File: config.mk
export PLATFORM = sky130hd
export DESIGN_NAME = uas_pipe_ctrl
export DESIGN_NICKNAME = d
export VERILOG_FILES = /design/src/design/uas_pkg.sv /design/src/design/uas_pipe_ctrl.sv
export SDC_FILE = /design/constraint.sdc
export NUM_CORES = 1
export LEC_CHECK = 0
export BUFFER_PORTS_ARGS = -buffer_cell sky130_fd_sc_hd__buf_2
export CAP_MARGIN = 20
export CORE_AREA = 4 4 41 43
export DETAILED_ROUTE_END_ITERATION = 10
export DIE_AREA = 0 0 45 47
export GPL_TIMING_DRIVEN = 0
export PLACE_DENSITY = 0.38
export SYNTH_ARGS = -nofsm -noshare
export SYNTH_HDL_FRONTEND = slang
export SYNTH_SLANG_ARGS = --single-unit
File: constraint.sdc
create_clock -name clk -period 2.1 [get_ports clk]
set_input_delay 0.21 -clock clk [delete_from_list [all_inputs] [get_ports clk]]
set_output_delay 0.21 -clock clk [all_outputs]
set_load 0.02 [all_outputs]
File: src/design/uas_pkg.sv
// shared constants, types and saturation helper for the upwind stencil
package uas_pkg;

  localparam int FRAC_BITS = 16;
  localparam int DATA_W    = 32;
  localparam int REG_W     = 31;
  localparam int IDX_W     = 3;
  localparam int DIFF_W    = DATA_W + 1;
  localparam int PROD_W    = DATA_W + REG_W + 1;
  localparam int TERM_W    = DATA_W + DIFF_W;
  localparam int SRC_W     = DIFF_W + REG_W + 1;
  localparam int ACC_W     = TERM_W - FRAC_BITS + 2;
  localparam int NSTAGE    = 5;

  // action codes
  localparam logic [1:0] ACT_TRANSPORT = 2'd0;
  localparam logic [1:0] ACT_ADJOINT   = 2'd1;
  localparam logic [1:0] ACT_VELOCITY  = 2'd2;

  // configuration register indexes
  localparam logic [IDX_W-1:0] REG_COURANT_X  = 3'd0;
  localparam logic [IDX_W-1:0] REG_COURANT_Y  = 3'd1;
  localparam logic [IDX_W-1:0] REG_SOURCE_GAIN = 3'd2;
  localparam logic [IDX_W-1:0] REG_RATE_X     = 3'd3;
  localparam logic [IDX_W-1:0] REG_RATE_Y     = 3'd4;

  // register reset values
  localparam logic [REG_W-1:0] RST_COURANT  = 31'd131072;
  localparam logic [REG_W-1:0] RST_SOURCE   = 31'd4096;
  localparam logic [REG_W-1:0] RST_RATE     = 31'd377;

  typedef struct packed {
    logic [1:0] action;
    logic       on_border;
    logic       first_layer;
  } uas_ctl_t;

  // fields that ride along the pipe unchanged
  typedef struct packed {
    uas_ctl_t          ctl;
    logic [DATA_W-1:0] center;
    logic [DATA_W-1:0] vel_x;
    logic [DATA_W-1:0] vel_y;
  } uas_pass_t;

  // stage load enables and valid bits
  typedef struct packed {
    logic [NSTAGE-1:0] load;
    logic [NSTAGE-1:0] valid;
  } uas_pipe_t;

  // clamp a wide signed value to the 32-bit signed range
  function automatic logic signed [DATA_W-1:0] sat_data(input logic signed [ACC_W-1:0] x);
    logic signed [DATA_W-1:0] r;
    if (x[ACC_W-1:DATA_W-1] == {(ACC_W-DATA_W+1){x[ACC_W-1]}}) begin
      r = x[DATA_W-1:0];
    end else if (x[ACC_W-1]) begin
      r = {1'b1, {(DATA_W-1){1'b0}}};
    end else begin
      r = {1'b0, {(DATA_W-1){1'b1}}};
    end
    return r;
  endfunction

endpackage

File: src/design/uas_pipe_ctrl.sv
// valid chain and per-stage load enables for the stencil pipeline
module uas_pipe_ctrl (
  input  logic              clk,
  input  logic              rst_n,
  input  logic              in_valid,
  input  logic              out_stall,
  output logic              in_stall,
  output uas_pkg::uas_pipe_t pipe
);
  import uas_pkg::*;

  logic [NSTAGE-1:0] valid_r;
  logic [NSTAGE-1:0] valid_nxt;
  logic [NSTAGE-1:0] load;
  logic [NSTAGE-1:0] feed;

  // a stage loads when empty or when the stage after it moves
  always_comb begin
    load[NSTAGE-1] = !valid_r[NSTAGE-1] || !out_stall;
    for (int k = NSTAGE - 2; k >= 0; k--) begin
      load[k] = !valid_r[k] || load[k+1];
    end
  end

  // valid bits shift with the data
  always_comb begin
    feed = {valid_r[NSTAGE-2:0], in_valid};
    for (int k = 0; k < NSTAGE; k++) begin
      valid_nxt[k] = load[k] ? feed[k] : valid_r[k];
    end
  end

  always_ff @(posedge clk) begin
    if (!rst_n) begin
      valid_r <= '0;
    end else begin
      valid_r <= valid_nxt;
    end
  end

  assign in_stall   = !load[0];
  assign pipe.load  = load;
  assign pipe.valid = valid_r;

endmodule

=== After elaboration in Yosys (flattened, before gate mapping) ===
Cells that the tools add are included.

* ROM bits: 0
* Logic and storage cells: 17
* Latch bits: 0
* Bits of input ports: 4
* Bits in registers: 5
* Bits in writable memories: 0
* Memories: 0

* Equal/unequal tests: 0
* Mux-type cells: 0
* Multiply operators: 0
* Div/mod/pow operators: 0
* Bitwise operators: 0
* Shift-type cells: 0
* Reductions and logical operators: 12
* Add/sub/neg operators: 0
* $lt $le $gt $ge: 0

{| class="wikitable"
|+ Operators with widths
! kind !! count
|-
| logical NOT 1 bit || 7
|-
| logical OR 1 bit || 5
|}

=== Logic depth before layout (Yosys ltp) ===
Gate-level depths: netlist of run 1.

* Depth after elaboration: 7
* Mapped depth: 3

=== Worst setup path before layout of run 1 ===
OpenSTA, ideal clock, no wires.

* Path type: register to output
* From: register valid_r[4]
* To: output in_stall
* Stages on the path, launching flop included: 3
* Data required time: 1,890 ps
* Arrival: 1,043 ps
* Slack: 847 ps
* Path through: dfxtp_1 -> and4_4 -> and3_1

* Word-level cells in the longest chain between the ends: 7

{| class="wikitable"
|+ RTL lines
! element !! RTL line !! text
|-
| start, declared || uas_pipe_ctrl.sv:12 || <nowiki>logic [NSTAGE-1:0] valid_r;</nowiki>
|-
| start signal, assigned || uas_pipe_ctrl.sv:37 || <nowiki>valid_r <= valid_nxt;</nowiki>
|-
| logical NOT 1 bit || uas_pipe_ctrl.sv:19 || <nowiki>load[NSTAGE-1] = !valid_r[NSTAGE-1] || !out_stall;</nowiki>
|-
| logical OR 1 bit || uas_pipe_ctrl.sv:19 ||
|-
| logical OR 1 bit (4 in series) || uas_pipe_ctrl.sv:21 || <nowiki>load[k] = !valid_r[k] || load[k+1];</nowiki>
|-
| logical NOT 1 bit || uas_pipe_ctrl.sv:41 || <nowiki>assign in_stall = !load[0];</nowiki>
|-
| end, declared || uas_pipe_ctrl.sv:7 || <nowiki>output logic in_stall,</nowiki>
|}

No other way between the ends.

=== Worst setup path in the final report of run 1 ===
Ends and elaborated chain as after synthesis.

==> impl_metrics.env, run 1 <==
export IMPL_clockRootBuffer="clkbuf_4"
export IMPL_track_usage_pct=6.71
export IMPL_p_per_area_nw_per_um2=704
export IMPL_synth_area_um2=205
export IMPL_status="complete, no violations"
export IMPL_htree_levels=1
export IMPL_tns_ns=0
export IMPL_clock_sinks=5
export IMPL_gp_congestion=0.691
export IMPL_yosys_register_bits=5
export IMPL_grt_pass1_wl_um=1020
export IMPL_critPathLaunchType="flip-flop"
export IMPL_drcViolationCount=0
export IMPL_io_buffers=14
export IMPL_insertion_delay_ns=0.23
export IMPL_fin_nets=46
export IMPL_clkSlewWorstSetupHoldPaths_ns=0.04
export IMPL_worstSetupEndpointType="output port"
export IMPL_crit_type="reg -> out"
export IMPL_setup_viol=0
export IMPL_crit_fanout=5
export IMPL_drive_above_1_share_pct=51.2
export IMPL_ctsHoldBuffers=0
export IMPL_largest_register_ffs=5
export IMPL_reg_top3="valid_r (5)"
export IMPL_clk_path_buf_depth=2
export IMPL_hold_viol=0
export IMPL_grt_max_degree=8
export IMPL_first_pass_iters=3
export IMPL_critPathMaxStageDelay_ns=0.38
export IMPL_syn_inst=23
export IMPL_critical_path_buf_inv_count=1
export IMPL_ctsResizeCount=0
export IMPL_core_um2=1300
export IMPL_synthXorXnorAreaFrac_pct=0
export IMPL_critPathRequiredTime_ns=1.89
export IMPL_drv_cap=0
export IMPL_crit_arrival_ns=1.21
export IMPL_grt_overflow_total=0
export IMPL_die_area_um2=2120
export IMPL_synthSimpleGateAreaFrac_pct=28.0
export IMPL_syn2layout_area_growth_pct=56.1
export IMPL_grt_pass1_vias=261
export IMPL_diodes=0
export IMPL_vias_per_cell=4.13
export IMPL_synth_fa_ha_area_share_pct=0
export IMPL_io_pins=15
export IMPL_rsz0062_at_grt="false"
export IMPL_fp_dieW_um=45
export IMPL_cts_setup_buffers=0
export IMPL_num_vias=231
export IMPL_p_leak_nw=0.141
export IMPL_critPathSlowestCell="dfxtp_1"
export IMPL_crit_family="simple AND/OR/NAND/NOR gates"
export IMPL_cts_tree="yes"
export IMPL_synth_mux_area_fraction_pct=0
export IMPL_seq_area_frac_synth_pct=48.8
export IMPL_fp_dieH_um=47
export IMPL_numCtsBuffers=3
export IMPL_worstMarginPinSlew_ns=0.220
export IMPL_max_vdd_ir_drop_mv=0.212
export IMPL_wl_per_cell_um=9.95
export IMPL_synth_avg_cell_area_um2=8.92
export IMPL_hpwl_um=448
export IMPL_largest_register="valid_r"
export IMPL_routed_wl_um=557
export IMPL_clock_skew_ns=0.000933
export IMPL_antenna_found_initial=0
export IMPL_syn_nets=27
export IMPL_maxSlewViolCount=0
export IMPL_ant_nets=0
export IMPL_finalCritPeriodShare_pct=67.8
export IMPL_ys_types=12
export IMPL_rows=13
export IMPL_ys_warn_count=0
export IMPL_max_slew_margin_pct=85.3
export IMPL_drt_iter0_markers=2
export IMPL_synth_top_family_by_area="simple AND/OR/NAND/NOR gates"
export IMPL_holdCritPathClass="in -> reg"
export IMPL_whs_ns=0.178
export IMPL_fmax_ghz=0.702
export IMPL_min_period_ns=1.42
export IMPL_start_util_pct=15.8
export IMPL_synth_compound_area_share_pct=18.3
export IMPL_crit_chain="and4_4 -> and3_1 -> buf_2"
[cell usage after synthesis]
cell,number,area [µm²]
nor2b_1,1,6.26
a21oi_1,1,5.00
o21a_1,1,7.51
nand2_1,5,18.8
and3_1,1,6.26
inv_4,1,6.26
and4_4,1,11.3
a21boi_0,1,7.51
o21ai_2,2,17.5
inv_1,1,3.75
dfxtp_1,5,100
nand3_1,3,15.0
[final timing paths]
kind               from          to  slack [ns]  depth (start not counted)
max          valid_r[4]    in_stall        0.68                          3
min            in_valid  valid_r[0]        0.18                          3
min reg2reg  valid_r[2]  valid_r[3]        0.48                          2
max reg2reg  valid_r[4]  valid_r[0]        1.21                          3
[where the power goes]
part	internal (W)	switching [W]
clock network	0.0000716	0.0000362
registers	0.0000983	0.00000361
logic	0.00000645	0.00000949
[per-stage QoR]
stage               instances  util (%)  setup WS, ns  total power, W  instance area (µm²)
floorplan                  23         -         0.847        0.000111                  205
global placement           52      22.6         0.944        0.000119                  294
detailed placement         52      22.6         0.926        0.000120                  294
CTS                        56      24.6         0.657        0.000235                  320
global route               56      24.6         0.600        0.000241                  320
finish                     56      24.6         0.676        0.000226                  320
[worst register-to-register path: stages, from the launching register on]
cell	delay (ns)
dfxtp_1	0.38
and4_4	0.29
inv_4	0.05
o21ai_2	0.12
[routing by layer]
| metal | vias up | track usage [%] | part of all wire, % |
|---|---|---|---|
| li1 | 117 | - | - |
| met1 | 99 | 7.95 | 43 |
| met2 | 15 | 10.7 | 42 |
| met3 | 0 | 2.30 | 15 |
| met4 | 0 | 3.51 | 0 |
| met5 | - | 0 | 0 |
[layout by cell type, fill, tap and decap left out]
cell type | synthesis | final
nand2_1 | 5 | 5
o21a_1 | 1 | 1
clkbuf_1 | 0 | 1
inv_4 | 1 | 1
dfxtp_1 | 5 | 5
a21oi_1 | 1 | 1
and4_4 | 1 | 1
a21boi_0 | 1 | 1
buf_2 | 0 | 14
nand3_1 | 3 | 3
clkbuf_4 | 0 | 3
and3_1 | 1 | 1
nor2b_1 | 1 | 1
o21ai_2 | 2 | 2
inv_1 | 1 | 1
[cell type report]
cell class | count | area [µm²]
Fill cell | 151 | 981
Sequential cell | 5 | 100
Timing Repair Buffer | 14 | 70.1
Multi-Input combinational cell | 16 | 95.1
Inverter | 2 | 10.0
Tap cell | 15 | 18.8
Clock buffer | 4 | 26.3
[kinds of logic after synthesis]
logic type	after synthesis
and+or+nand+nor	11
DFF	5
AOI/OAI and AO/OA	5
buffers and inverters	2
Note: power is estimated with default switching activity, not from simulation.
==> inputs of run 2 (changes only) <==
--- a/config.mk
+++ b/config.mk
@@ -11,7 +11,7 @@
 export DETAILED_ROUTE_END_ITERATION = 10
 export DIE_AREA = 0 0 45 47
 export GPL_TIMING_DRIVEN = 0
-export PLACE_DENSITY = 0.38
+export PLACE_DENSITY = 0.39
 export SYNTH_ARGS = -nofsm -noshare
 export SYNTH_HDL_FRONTEND = slang
 export SYNTH_SLANG_ARGS = --single-unit
==> constraint.sdc (replaced) <==
create_clock -name clk -period 1.3 [get_ports clk]
set_input_delay 0.13 -clock clk [delete_from_list [all_inputs] [get_ports clk]]
set_output_delay 0.13 -clock clk [all_outputs]
set_load 0.02 [all_outputs]
==> run 2 against run 1 <==
Compared with the run above: critical path depth unchanged; cell count increased by 1.8%; clock skew hardly changed; total power is 64% higher; count of clock-buffer cells in the layout unchanged; hold slack got worse by 0.086 ns; non-clock buffer count up 1; wire length fell by 2.0%; clock power is 65% higher; core utilization increased by 1.7 points; critical endpoint unchanged.
==> impl_metrics.env, run 2 (synthesis results as in run 1) <==
export IMPL_worstMarginPinSlew_ns=0.221
export IMPL_insertion_delay_ns=0.24
export IMPL_drcViolationCount=0
export IMPL_fmax_ghz=0.792
export IMPL_maxSlewViolCount=0
export IMPL_core_um2=1300
export IMPL_clock_skew_ns=0.000944
export IMPL_rsz0062_at_grt="true"
export IMPL_fp_dieH_um=47
export IMPL_antenna_found_initial=0
export IMPL_first_pass_iters=2
export IMPL_finalCritPeriodShare_pct=97.1
export IMPL_start_util_pct=15.8
export IMPL_clkSlewWorstSetupHoldPaths_ns=0.04
export IMPL_p_leak_nw=0.146
export IMPL_syn2layout_area_growth_pct=67.1
export IMPL_status="complete, no violations"
export IMPL_clock_sinks=5
export IMPL_critPathSlowestCell="dfxtp_2"
export IMPL_min_period_ns=1.26
export IMPL_drv_cap=0
export IMPL_die_area_um2=2120
export IMPL_p_per_area_nw_per_um2=1080
export IMPL_crit_type="reg -> out"
export IMPL_fin_area_um2=343
export IMPL_io_pins=15
export IMPL_layoutNonFillerInstCount=57
export IMPL_critPathRequiredTime_ns=1.17
export IMPL_drive_above_1_share_pct=61.9
export IMPL_crit_fanout=5
export IMPL_critPathMaxStageDelay_ns=0.34
export IMPL_holdCritPathClass="in -> reg"
export IMPL_clockRootBuffer="clkbuf_4"
export IMPL_largest_register="valid_r"
export IMPL_io_buffers=14
export IMPL_cts_tree="yes"
export IMPL_hpwl_um=408
export IMPL_final_common_cell="buf_2"
export IMPL_fin_nets=47
export IMPL_routed_wl_um=546
export IMPL_placed_cell_area_um2=294
export IMPL_largest_register_ffs=5
export IMPL_crit_chain="and4_4 -> and3_4 -> buf_6"
export IMPL_max_vdd_ir_drop_mv=0.340
export IMPL_final_cell_mix="buf_2, nand2_1, nand3_1, clkbuf_4, dfxtp_2"
export IMPL_grt_overflow_total=0
export IMPL_rows=13
export IMPL_fp_dieW_um=45
export IMPL_placed_cells=52
export IMPL_critPathLaunchType="flip-flop"
export IMPL_reg_top3="valid_r (5)"
export IMPL_gp_congestion=0.699
export IMPL_drt_iter0_markers=1
export IMPL_vias_per_cell=4.09
export IMPL_grt_max_degree=8
export IMPL_ant_nets=0
export IMPL_numCtsBuffers=3
export IMPL_htree_levels=1
export IMPL_setup_viol=0
export IMPL_whs_ns=0.0919
export IMPL_track_usage_pct=6.25
export IMPL_fill_cells=150
export IMPL_crit_arrival_ns=1.13
export IMPL_grt_pass1_wl_um=876
export IMPL_wl_per_cell_um=9.58
export IMPL_max_slew_margin_pct=85.3
export IMPL_num_vias=233
export IMPL_final_util_pct=26.3
export IMPL_worstSetupEndpointType="output port"
export IMPL_diodes=0
export IMPL_hold_viol=0
export IMPL_grt_pass1_vias=229
export IMPL_clk_path_buf_depth=2
[run 2: cell types whose count changed in the layout (fill, tap and decap cells not counted), sizes merged]
| cell | delta |
|---|---|
| buf | +1 |
[run 2: worst paths after layout]
path         depth (start not counted)          to        from  slack, ns
min                                  3  valid_r[0]    in_valid       0.09
min reg2reg                          2  valid_r[3]  valid_r[2]       0.47
max reg2reg                          3  valid_r[1]  valid_r[3]       0.48
max                                  3    in_stall  valid_r[3]       0.04
[run 2: timing repair]
action,in CTS,in global routing
setup buffers,1,0
pin swaps,1,1
gates resized for setup,3,3
endpoints found under the setup margin,1,1
hold buffers,0,0
[run 2: layer usage]
metal / vias up / routed length, µm / track usage, %
met1: 101 / 262 / 7.06
met2: 15 / 209 / 8.19
met5: - / 0 / 0
met3: 0 / 73 / 3.83
li1: 117 / - / -
met4: 0 / 0 / 5.26
[run 2: metrics by stage]
stage / setup TNS, ns / worst slack, ns / power (W)
global placement: 0 / 0.221 / 0.000192
CTS: 0 / 0.00922 / 0.000382
global route: -0.0172 / -0.0172 / 0.000391
detailed placement: 0 / 0.221 / 0.000193
finish: 0 / 0.0378 / 0.000369
floorplan: 0 / 0.127 / 0.000179
[run 2: report_power, final]
group	leakage, nW	total [W]	switching (W)	internal, W
sequential	0.0423	0.000165	0.00000554	0.000159
combinational	0.0886	0.0000266	0.0000157	0.0000110
clock	0.0150	0.000178	0.0000621	0.000116
[run 2: area by class of cell]
type                            count  area, µm²  share of cell area (%)
Sequential cell                     5        104                    30.3
Multi-Input combinational cell     16        100                    29.2
Timing Repair Buffer               15       83.8                    24.5
Clock buffer                        4       26.3                    7.66
Tap cell                           15       18.8                    5.47
Inverter                            2       10.0                    2.92
[run 2: worst max-delay path: cells and delay by family (launching register included)]
kind / cells / cell delay [ns]
buf+inv: 1 / 0.11
flops: 1 / 0.34
simple gates: 2 / 0.45
==> inputs of run 3 (changes only) <==
--- a/config.mk
+++ b/config.mk
@@ -10,7 +10,6 @@
 export CORE_AREA = 4 4 41 43
 export DETAILED_ROUTE_END_ITERATION = 10
 export DIE_AREA = 0 0 45 47
-export GPL_TIMING_DRIVEN = 0
 export PLACE_DENSITY = 0.39
 export SYNTH_ARGS = -nofsm -noshare
 export SYNTH_HDL_FRONTEND = slang
==> constraint.sdc (replaced) <==
create_clock -name clk -period 1.3 [get_ports clk]
set_input_delay 0 -clock clk [delete_from_list [all_inputs] [get_ports clk]]
set_output_delay 0 -clock clk [all_outputs]
set_load 0.02 [all_outputs]
==> run 3 against run 2 <==
Compared with the run above: clock power about the same; core utilization down 0.96 points; register-to-register slack worse by 0.08 ns; critical path type unchanged; largest cell class unchanged; fmax up 4.0%; critical path depth unchanged; combinational power up 7%; clock skew about the same; die area unchanged; cell area down 3.6%; hold slack worse by 0.039 ns.
==> impl_metrics.env, run 3 (synthesis results as in run 1) <==
export IMPL_status="complete, no violations"
export IMPL_insertion_delay_ns=0.24
export IMPL_drt_iter0_markers=7
export IMPL_grt_overflow_total=0
export IMPL_final_common_cell="buf_2"
export IMPL_start_util_pct=15.8
export IMPL_ctsResizeCount=0
export IMPL_crit_type="reg -> out"
export IMPL_finalPower_w=0.000369
export IMPL_clockRootBuffer="clkbuf_4"
export IMPL_numCtsBuffers=3
export IMPL_busiest_layer="met1"
export IMPL_layoutNonFillerInstCount=57
export IMPL_fp_dieW_um=45
export IMPL_final_cell_mix="buf_2, nand2_1, dfxtp_1"
export IMPL_max_slew_margin_pct=86.4
export IMPL_crit_fanout=5
export IMPL_fp_dieH_um=47
export IMPL_critPathLaunchType="flip-flop"
export IMPL_max_vdd_ir_drop_mv=0.255
export IMPL_drive_above_1_share_pct=50.0
export IMPL_syn2layout_area_growth_pct=61.0
export IMPL_maxSlewViolCount=0
export IMPL_io_pins=15
export IMPL_vias_per_cell=4.11
export IMPL_worstReg2RegEnd="valid_r[1]"
export IMPL_largest_register="valid_r"
export IMPL_grtUsageMet1_pct=8.41
export IMPL_p_leak_nw=0.145
export IMPL_hpwl_um=420
export IMPL_holdCritPathClass="in -> reg"
export IMPL_fin_nets=47
export IMPL_setup_viol=0
export IMPL_grt_use_met3_pct=2.30
export IMPL_fmax_ghz=0.824
export IMPL_tns_ns=0
export IMPL_io_buffers=14
export IMPL_rr_worst_depth=3
export IMPL_ant_nets=0
export IMPL_clock_skew_ns=0.000448
export IMPL_r2r_start="valid_r[4]"
export IMPL_min_period_ns=1.21
export IMPL_antenna_found_initial=0
export IMPL_cts_tree="yes"
export IMPL_rsz0062_at_grt="false"
export IMPL_rows=13
export IMPL_grt_pass1_vias=223
export IMPL_track_usage_pct=6.32
export IMPL_met2_usage_pct=7.91
export IMPL_clk_path_buf_depth=2
export IMPL_num_vias=234
export IMPL_wl_per_cell_um=9.79
export IMPL_finalCritPeriodShare_pct=93.4
export IMPL_clkSlewWorstSetupHoldPaths_ns=0.04
export IMPL_p_per_area_nw_per_um2=1120
export IMPL_whs_path_depth=2
export IMPL_critPathRequiredTime_ns=1.30
export IMPL_drcViolationCount=0
export IMPL_worstMarginPinSlew_ns=0.204
export IMPL_hold_viol=0
export IMPL_routed_wl_um=558
export IMPL_clock_sinks=5
export IMPL_die_area_um2=2120
export IMPL_grt_pass1_wl_um=917
export IMPL_first_pass_iters=2
export IMPL_gp_congestion=0.704
export IMPL_hold_path_end="valid_r[2]"
export IMPL_drv_cap=0
export IMPL_fin_area_um2=330
export IMPL_hp_start="rst_n"
export IMPL_htree_levels=1
export IMPL_crit_arrival_ns=1.21
export IMPL_worstSetupEndpointType="output port"
export IMPL_placed_cell_area_um2=294
export IMPL_diodes=0
export IMPL_placed_cells=52
export IMPL_largest_register_ffs=5
export IMPL_reg_top3="valid_r (5)"
export IMPL_core_um2=1300
export IMPL_rrSetupSlack_ns=0.40
export IMPL_grt_max_degree=8
[run 3: cell count changes in the layout (fill, tap and decap cells not counted), sizes merged]
cell	delta
buf	-1
dlygate4sd3	+1
[run 3: through the flow]
step                utilization, %  setup slack (ns)  hold WS, ns
detailed placement            22.6             0.350        0.205
global route                  25.4            0.0356       0.0615
global placement              22.6             0.360        0.203
floorplan                        -             0.257        0.113
CTS                           25.4            0.0682       0.0412
finish                        25.4            0.0861       0.0528
[run 3: power by group]
group          total [W]  internal [W]  switching (W)
Combinational  0.0000285     0.0000124      0.0000161
Clock           0.000177      0.000116      0.0000609
Sequential      0.000164      0.000159     0.00000530
[run 3: repair_timing]
item                                   CTS  global route
setup buffers                            0             0
endpoints found under the hold margin    1             0
hold buffers                             1             0
[run 3: worst max path at each step]
stage,startpoint,endpoint,slack (ns),cells after the start
floorplan,valid_r[4],in_stall,0.26,2
global placement,valid_r[4],in_stall,0.36,3
detailed placement,valid_r[4],in_stall,0.35,3
CTS,valid_r[4],in_stall,0.07,3
global route,valid_r[4],in_stall,0.04,3
finish,valid_r[4],in_stall,0.09,3
[run 3: area by class of cell]
cell class	count	area (µm²)
clock buffer	4	26.3
fill	157	971
inverter	2	10.0
multi-input combinational	16	95.1
sequential	5	100
tap	15	18.8
timing repair buffer	15	80.1
[run 3: worst max-delay path, stage by stage, from the launching register on]
cell     delay (ns)
dfxtp_1        0.38
and4_4         0.28
and3_1         0.16
buf_2          0.15
[run 3: per-layer routing]
metal / vias to the layer above / routed length [µm] / part of all wire (%)
met1: 100 / 266 / 48
li1: 119 / - / -
met2: 15 / 209 / 37
met3: 0 / 82 / 15
met4: 0 / 0 / 0
met5: - / 0 / 0
